`src/hdl/mvsm_pkg.sv`:
```
// ============================================================================
// mvsm_pkg - shared definitions for the multi-voice sample mixer
// Sizes, command and status codes, and the control bundle that the
// sequencer hands to the saturating accumulator.
// ============================================================================
package mvsm_pkg;

  // Sizing
  localparam int VOICE_COUNT = 8;
  localparam int CLIP_COUNT  = 2;
  localparam int CLIP_DEPTH  = 16384;

  localparam int VOICE_W   = (VOICE_COUNT > 1) ? $clog2(VOICE_COUNT) : 1;
  localparam int CLIP_W    = (CLIP_COUNT > 1) ? $clog2(CLIP_COUNT) : 1;
  localparam int LEN_W     = $clog2(CLIP_DEPTH + 1);
  localparam int MEM_DEPTH = CLIP_COUNT * CLIP_DEPTH;
  localparam int MEM_AW    = $clog2(MEM_DEPTH);

  // Fixed field widths
  localparam int CMD_W    = 2;
  localparam int ADDR_W   = 14;
  localparam int SAMPLE_W = 16;
  localparam int STAT_W   = 2;

  // Command codes
  localparam logic [CMD_W-1:0] CMD_LOAD = 2'd0;
  localparam logic [CMD_W-1:0] CMD_PLAY = 2'd1;
  localparam logic [CMD_W-1:0] CMD_TICK = 2'd2;

  // Status codes
  localparam logic [STAT_W-1:0] STAT_SAMPLE  = 2'd0;
  localparam logic [STAT_W-1:0] STAT_STARTED = 2'd1;
  localparam logic [STAT_W-1:0] STAT_DROPPED = 2'd2;
  localparam logic [STAT_W-1:0] STAT_LOADED  = 2'd3;

  // Accumulator control from the sequencer
  typedef struct packed {
    logic clear;
    logic add;
  } acc_ctl_t;

endpackage

```
`src/hdl/mvsm_sat_acc.sv`:
```
// ============================================================================
// mvsm_sat_acc - saturating mix accumulator
// Adds one sample per step to a 16-bit running sum, clamping to signed range.
// ============================================================================
module mvsm_sat_acc (
  input  logic                                 clk,
  input  mvsm_pkg::acc_ctl_t                   ctl,
  input  logic signed [mvsm_pkg::SAMPLE_W-1:0] sample,
  output logic signed [mvsm_pkg::SAMPLE_W-1:0] acc
);

  localparam int W = mvsm_pkg::SAMPLE_W;

  logic signed [W-1:0] acc_r;
  logic signed [W-1:0] acc_nxt;
  logic signed [W:0]   sum;

  // One guard bit catches overflow; clamp toward the sign of the true sum
  always_comb begin
    sum = {acc_r[W-1], acc_r} + {sample[W-1], sample};
    acc_nxt = acc_r;
    if (ctl.clear) begin
      acc_nxt = '0;
    end else if (ctl.add) begin
      if (sum[W] != sum[W-1]) begin
        acc_nxt = sum[W] ? {1'b1, {(W-1){1'b0}}} : {1'b0, {(W-1){1'b1}}};
      end else begin
        acc_nxt = sum[W-1:0];
      end
    end
  end

  always_ff @(posedge clk) begin
    acc_r <= acc_nxt;
  end

  assign acc = acc_r;

endmodule

```
`config.mk`:
```
export PLATFORM = sky130hd
export DESIGN_NAME = mvsm_sat_acc
export DESIGN_NICKNAME = d
export VERILOG_FILES = /design/src/hdl/mvsm_pkg.sv /design/src/hdl/mvsm_sat_acc.sv
export SDC_FILE = /design/constraint.sdc
export NUM_CORES = 1
export LEC_CHECK = 0
export ABC_AREA = 1
export CAP_MARGIN = 20
export CORE_MARGIN = 2
export CORE_UTILIZATION = 50
export CTS_BUF_LIST = sky130_fd_sc_hd__clkbuf_8
export DETAILED_ROUTE_END_ITERATION = 10
export DONT_BUFFER_PORTS = 1
export PLACE_DENSITY = 0.76
export SLEW_MARGIN = 20
export SYNTH_ARGS = -nofsm -noshare
export SYNTH_HDL_FRONTEND = slang
export SYNTH_SLANG_ARGS = --single-unit
```
`constraint.sdc`:
```
create_clock -name clk -period 3.2 [get_ports clk]
set_clock_uncertainty 0.2 [all_clocks]
set_input_delay 0.32 -clock clk [delete_from_list [all_inputs] [get_ports clk]]
set_output_delay 0.32 -clock clk [all_outputs]
set_load 0.1 [all_outputs]
```
* After elaboration in Yosys (flattened, before gate mapping) *
Index checks and enable logic that the tools add are counted.
Widths: inputs -> output; s select.

storage, ports and cells
  bits in registers = 16
  bits of input ports = 19
  output and inout port bits = 16
  word-level logic and storage cells = 5

cells by class
  add/sub/neg operators = 1
  equal/unequal tests = 1
  muxes and demuxes = 2

operators by type and width
  kind            number
  $mux 16         2
  $add 16x16->17  1
  $ne 1x1->1      1

* Longest topological paths before layout *
Gate-level depths: netlist of run 1.

  word-level depth = 3
  gate-level depth with buffers = 16
  depth with buffers taken out = 16

* Worst setup path before layout of run 1 *
OpenSTA, ideal clock, no wires.

  kind = register -> register
  from = register acc_r[0] (netlist: acc[0])
  to = register acc_r[12] (netlist: acc[12])
  library setup time = 0.125 ns
  arrival = 2.621 ns
  data required time = 2.875 ns
  slack = 0.255 ns
  stages on the path, launching flop included = 15
  path buffers = 1
  period minus slack after synthesis = 2.945 ns
  cell sequence = dfxtp_1 > ha_1 > inv_1 > fa_1 > inv_1 > nand2_1 > nand2_1 > nand3_1 > nand2_2 > nand2_2 > nand3_1 > nand2_2 > a21oi_4 > buf_6 > a21oi_2

between the ends
  cells in the longest elaborated chain, start to end = 3
  elaborated cells on any way between the ends = 4
  classes of those cells = 1 x add/sub; 1 x eq/ne; 2 x mux

RTL lines
  element                                       RTL line                                text
  from (decl)                                   mvsm_sat_acc.sv:14                      logic signed [W-1:0] acc_r;
  from (signal assigned)                        mvsm_sat_acc.sv:34                      acc_r <= acc_nxt;
  $add 16x16->17 *                              mvsm_sat_acc.sv:20                      sum = {acc_r[W-1], acc_r} + {sample[W-1], sample};
  $mux 16 / $ne 1x1->1 (equally long branches)  mvsm_sat_acc.sv:26, mvsm_sat_acc.sv:25
  $mux 16 *                                     mvsm_sat_acc.sv:25                      if (sum[W] != sum[W-1]) begin

Mark *: on every way between the ends. The rest lies on a longest branch, timed or not.
A chain may end at the register's enable or synchronous reset.

* Worst setup path after layout of run 1 *
  from = register acc_r[0] (netlist: acc[0])
  to = register acc_r[11] (netlist: acc[11])

Same word-level chain as after synthesis.

==> flow_summary.json, run 1 <==
{
  "outcome": "finished clean",
  "p_sw_frac": 0.549,
  "p_leak_nw": 0.955,
  "dpl.cell_count": 301,
  "hp-class": "primary input to flip-flop",
  "fin_tns_setup_ps": 0,
  "cp-end-kind": "flip-flop",
  "power_density_nw_per_um2": 646,
  "slew_viol_final": 0,
  "cp-start-kind": "flip-flop",
  "finalSetupViolations": 0,
  "vias_per_cell": 5.13,
  "power.share.combinational": 0.649,
  "vdd_ir_drop_max_mv": 0.340,
  "syn_inst": 245,
  "grt_pass1_vias": 1510,
  "route.detailed.drc": 0,
  "io_buffers": 0,
  "finalInstanceArea_um2": 1780,
  "gp_routability_congestion": 0.900,
  "root_buffer": "clkbuf_8",
  "antenna_found_initial": 0,
  "die_area_um2": 3630,
  "cts_tree": "done",
  "initial_core_util": 0.523,
  "grtUsageTotal": 0.229,
  "worst_slew_pin_slew_ps": 564,
  "clock_latency_ps": 250,
  "arrival_ps": 2440,
  "yosysWarnings": 0,
  "synthArstFlopShare": 0,
  "place_area_um2": 1730,
  "yosys.cell_types.count": 25,
  "syn_avg_cell_area_um2": 6.46,
  "slew_headroom": 0.623,
  "ant_nets": 0,
  "rows": 20,
  "layout_commonest_cell": "nand2_1",
  "layout_common_cells": "79 x nand2_1, 29 x inv_1, 16 x ha_1, 16 x dfxtp_1, 16 x buf_4",
  "diodes": 0,
  "overflow": 0,
  "io_pins": 35,
  "cp.required_ps": 3120,
  "core_area_um2": 3030,
  "clkTransAtPathRegs_ps": 60,
  "clk_path_buf_depth": 2,
  "fin_total_pwr_mw": 1.15,
  "drt_wl_total_mm": 3.66,
  "cts_buffers": 3,
  "synthToLayoutAreaGrowth_pct": 12.4,
  "crit_type": "flip-flop to flip-flop",
  "min_period_over_period": 0.789,
  "ys_seq_elements": 16,
  "largest_reg_flops": 16,
  "clock_power_share": 0.134,
  "clock_sinks": 16,
  "yosysSeqAreaShare": 0.202,
  "instances_no_fill": 305,
  "post_drt_wl_per_cell_um": 12.0,
  "drt_first_pass_iters": 4,
  "setup_ws_ps": 676,
  "dpl.hpwl_mm": 2.88,
  "dr_total_vias": 1565,
  "grt_pass1_wl_mm": 6.26,
  "p_switching_mw": 0.630,
  "num-nets-final": 299,
  "cts_max_level": 1,
  "crit_fanout": 13,
  "synthFlopType": "dfxtp_1",
  "p_int_mw": 0.519,
  "max_freq_mhz": 396,
  "die_w_um": 60.3,
  "drt_iter0_markers": 94,
  "hold_viol": 0,
  "cap_violations": 0,
  "synthesis.area_um2": 1580,
  "synth.net_count": 281,
  "reg2reg_slack_ps": 680,
  "place_ws_ps": 682,
  "synth-edff-count": 0,
  "drive_gt1_frac": 0.165,
  "grt_max_degree": 17,
  "fin_crit_ps": 2520,
  "die_h_um": 60.3,
  "rsz0062_at_grt": "no",
  "pwr-share-seq": 0.217
}
critical path, stage by stage (launching register included):
cell     delay, ps
dfxtp_1        330
ha_1           170
inv_1           60
fa_1           370
inv_1           60
nand2_1         60
nand2_1         70
nand3_1         80
nand2_2        110
nand2_2         60
nand3_1         90
nand2_2        100
a21oi_4        490
a21oi_1        140
worst paths after layout:
path         startpoint       to  depth (start not counted)
max              acc[0]  acc[11]                         13
min              ctl[0]  acc[15]                          2
max reg2reg      acc[0]  acc[11]                         13
min reg2reg      acc[1]   acc[1]                          2
power groups by stage:
stage	logic, mW	registers, mW	clock network, mW
after detailed placement	0.743	0.254	0
final	0.746	0.249	0.154
after global routing	0.818	0.254	0.167
after floorplan	0.391	0.487	0
after CTS	0.747	0.250	0.157
after global placement	0.737	0.252	0
synth_stat cells, types with 2 or more instances:
master | count | share of area
a21oi_1 | 12 | 0.038
a21oi_2 | 14 | 0.077
and2_1 | 2 | 0.0079
buf_6 | 2 | 0.014
clkbuf_1 | 2 | 0.0047
dfxtp_1 | 16 | 0.20
ha_1 | 16 | 0.13
inv_1 | 29 | 0.069
inv_2 | 2 | 0.0047
nand2_1 | 79 | 0.19
nand2_2 | 6 | 0.024
nand3_1 | 15 | 0.047
nand3b_1 | 2 | 0.0095
nor2_1 | 15 | 0.036
nor3_1 | 3 | 0.0095
o21ai_0 | 13 | 0.041
xor2_1 | 9 | 0.050
final cells by class:
class	instances	area, µm²
Timing Repair Buffer	17	130
Fill cell	312	1250
Inverter	31	116
Clock buffer	3	41.3
Sequential cell	16	320
Multi-Input combinational cell	194	1120
Tap cell	44	55.1
metal layers:
layer,part of all wire,GRT usage
met3,0.052,0.0325
met4,0.019,0.105
met1,0.43,0.273
met2,0.50,0.401
met5,0,0
timing repair:
item / 4_1_cts / 5_1_grt
hold endpoints to repair: 2 / 0
setup buffers: 0 / 0
resized for setup: 0 / 0
hold buffers: 1 / 0
per-stage QoR:
| stage | util | hold WS (ps) |
|---|---|---|
| 2_1_floorplan | - | 189 |
| 3_3_place_gp | 0.571 | 189 |
| 3_5_place_dp | 0.571 | 192 |
| 4_1_cts | 0.588 | 25.3 |
| 5_1_grt | 0.588 | 30.6 |
| 6_report | 0.588 | 24.7 |
cell families after synthesis:
| logic type | Yosys count | share of synthesized area |
|---|---|---|
| compound gates | 42 | 0.176 |
| xor+xnor | 10 | 0.0553 |
| fa+ha+maj | 17 | 0.139 |
| buf+inv | 35 | 0.0925 |
| flops | 16 | 0.202 |
| simple gates | 125 | 0.335 |
No activity file was read; power rests on OpenSTA's default activity.
==> run 2, diff against run 1 <==
==> constraint.sdc (replaced) <==
create_clock -name clk -period 2.35 [get_ports clk]
set_clock_uncertainty 0.2 [all_clocks]
set_input_delay 0.235 -clock clk [delete_from_list [all_inputs] [get_ports clk]]
set_output_delay 0.235 -clock clk [all_outputs]
set_load 0.1 [all_outputs]
==> flow_summary.json, run 2 (synthesized netlist as in run 1, its figures left out) <==
{
  "outcome": "finished clean",
  "dr_total_vias": 1644,
  "dpl.hpwl_mm": 3.20,
  "grt_pass1_vias": 1519,
  "finalSetupViolations": 0,
  "reg2regPathDepth": 10,
  "power_density_nw_per_um2": 866,
  "grt_max_degree": 15,
  "clock_latency_ps": 260,
  "post_drt_wl_per_cell_um": 13.2,
  "reg2reg_slack_ps": 90,
  "largest_reg_flops": 16,
  "drive_gt1_frac": 0.249,
  "overflow": 0,
  "vias_per_cell": 5.25,
  "slew_headroom": 0.713,
  "ant_nets": 0,
  "min_period_over_period": 0.962,
  "cts_buffers": 3,
  "worstReg2RegEnd": "acc[2]",
  "rows": 20,
  "drt_iter0_markers": 84,
  "drt_first_pass_iters": 4,
  "root_buffer": "clkbuf_8",
  "io_buffers": 0,
  "antenna_found_initial": 0,
  "cp.required_ps": 2290,
  "slew_viol_final": 0,
  "grt_pass1_wl_mm": 6.57,
  "setup_ws_ps": 88.7,
  "whs_path_depth": 2,
  "finalInstanceArea_um2": 1900,
  "synthToLayoutAreaGrowth_pct": 20.2,
  "die_w_um": 60.3,
  "place_ws_ps": 101,
  "arrival_ps": 2200,
  "grtUsageTotal": 0.240,
  "route.detailed.drc": 0,
  "core_area_um2": 3030,
  "cts_tree": "done",
  "hold_path.startpoint": "ctl[0]",
  "cp-end-kind": "flip-flop",
  "hp-class": "primary input to flip-flop",
  "num-nets-final": 306,
  "place_area_um2": 1830,
  "max_freq_mhz": 442,
  "crit_fanout": 5,
  "gp_routability_congestion": 0.936,
  "fin_tns_setup_ps": 0,
  "drt_wl_total_mm": 4.13,
  "initial_core_util": 0.523,
  "die_h_um": 60.3,
  "fin_crit_ps": 2260,
  "layout_common_cells": "79 x nand2_1, 30 x inv_1, 22 x buf_4",
  "hold_path_end": "acc[3]",
  "cp-start-kind": "flip-flop",
  "fill_cells": 285,
  "layout_commonest_cell": "nand2_1",
  "p_leak_nw": 1.01,
  "r2r_start": "acc[11]",
  "vdd_ir_drop_max_mv": 0.445,
  "hold_viol": 0,
  "worst_slew_pin_slew_ps": 430,
  "cap_violations": 0,
  "diodes": 0,
  "crit_type": "flip-flop to flip-flop",
  "io_pins": 35,
  "die_area_um2": 3630,
  "cts_max_level": 1,
  "clk_path_buf_depth": 2,
  "rsz0062_at_grt": "no",
  "clkTransAtPathRegs_ps": 70,
  "clock_sinks": 16
}
run 2: per-layer routing:
| layer | routed length, µm | GRT usage |
|---|---|---|
| met1 | 1840 | 0.318 |
| met2 | 1930 | 0.401 |
| met3 | 298 | 0.0368 |
| met4 | 56 | 0.0667 |
| met5 | 0 | 0 |
run 2: critical path, stage by stage (launching register included):
cell	delay (ps)
dfxtp_4	340
ha_1	320
a21oi_1	240
nand2_1	130
a21oi_2	180
nand2_1	100
nand2_1	80
nand2_2	90
a21oi_4	210
buf_4	190
a21oi_2	50
run 2: worst max-delay path by stage:
stage / from / endpoint / cells after the start
floorplan: acc[5] / acc[12] / 12
global placement: acc[11] / acc[2] / 10
detailed placement: acc[0] / acc[13] / 15
CTS: acc[11] / acc[13] / 10
global route: acc[0] / acc[7] / 16
finish: acc[11] / acc[2] / 10
run 2: through the flow:
step            util  hold WS, ps  cells  total power [mW]
2_1_floorplan      -         94.4    245              1.22
3_3_place_gp   0.603         96.2    306              1.40
3_5_place_dp   0.603         99.5    306              1.41
4_1_cts        0.624         1.67    312              1.64
5_1_grt        0.629         23.3    313              1.76
6_report       0.629         4.95    313              1.65
run 2: repair_timing:
action,in CTS,in global routing
hold buffers,2,0
resized for setup,0,1
endpoints found under the hold margin,9,0
buffers inserted,0,1
setup endpoints to repair,0,13
run 2: layout make-up:
class                      count  area, µm²  area share
tap                           44       55.1      0.0289
multi-input combinational    194       1140       0.597
clock inverter                 1       3.75     0.00197
inverter                      31        116      0.0611
sequential                    16        365       0.192
timing repair buffer          24        185      0.0973
clock buffer                   3       41.3      0.0217
run 2: report_power, final:
part           internal, mW  switching, mW
clock                 0.116          0.104
sequential            0.327         0.0272
combinational         0.305          0.770
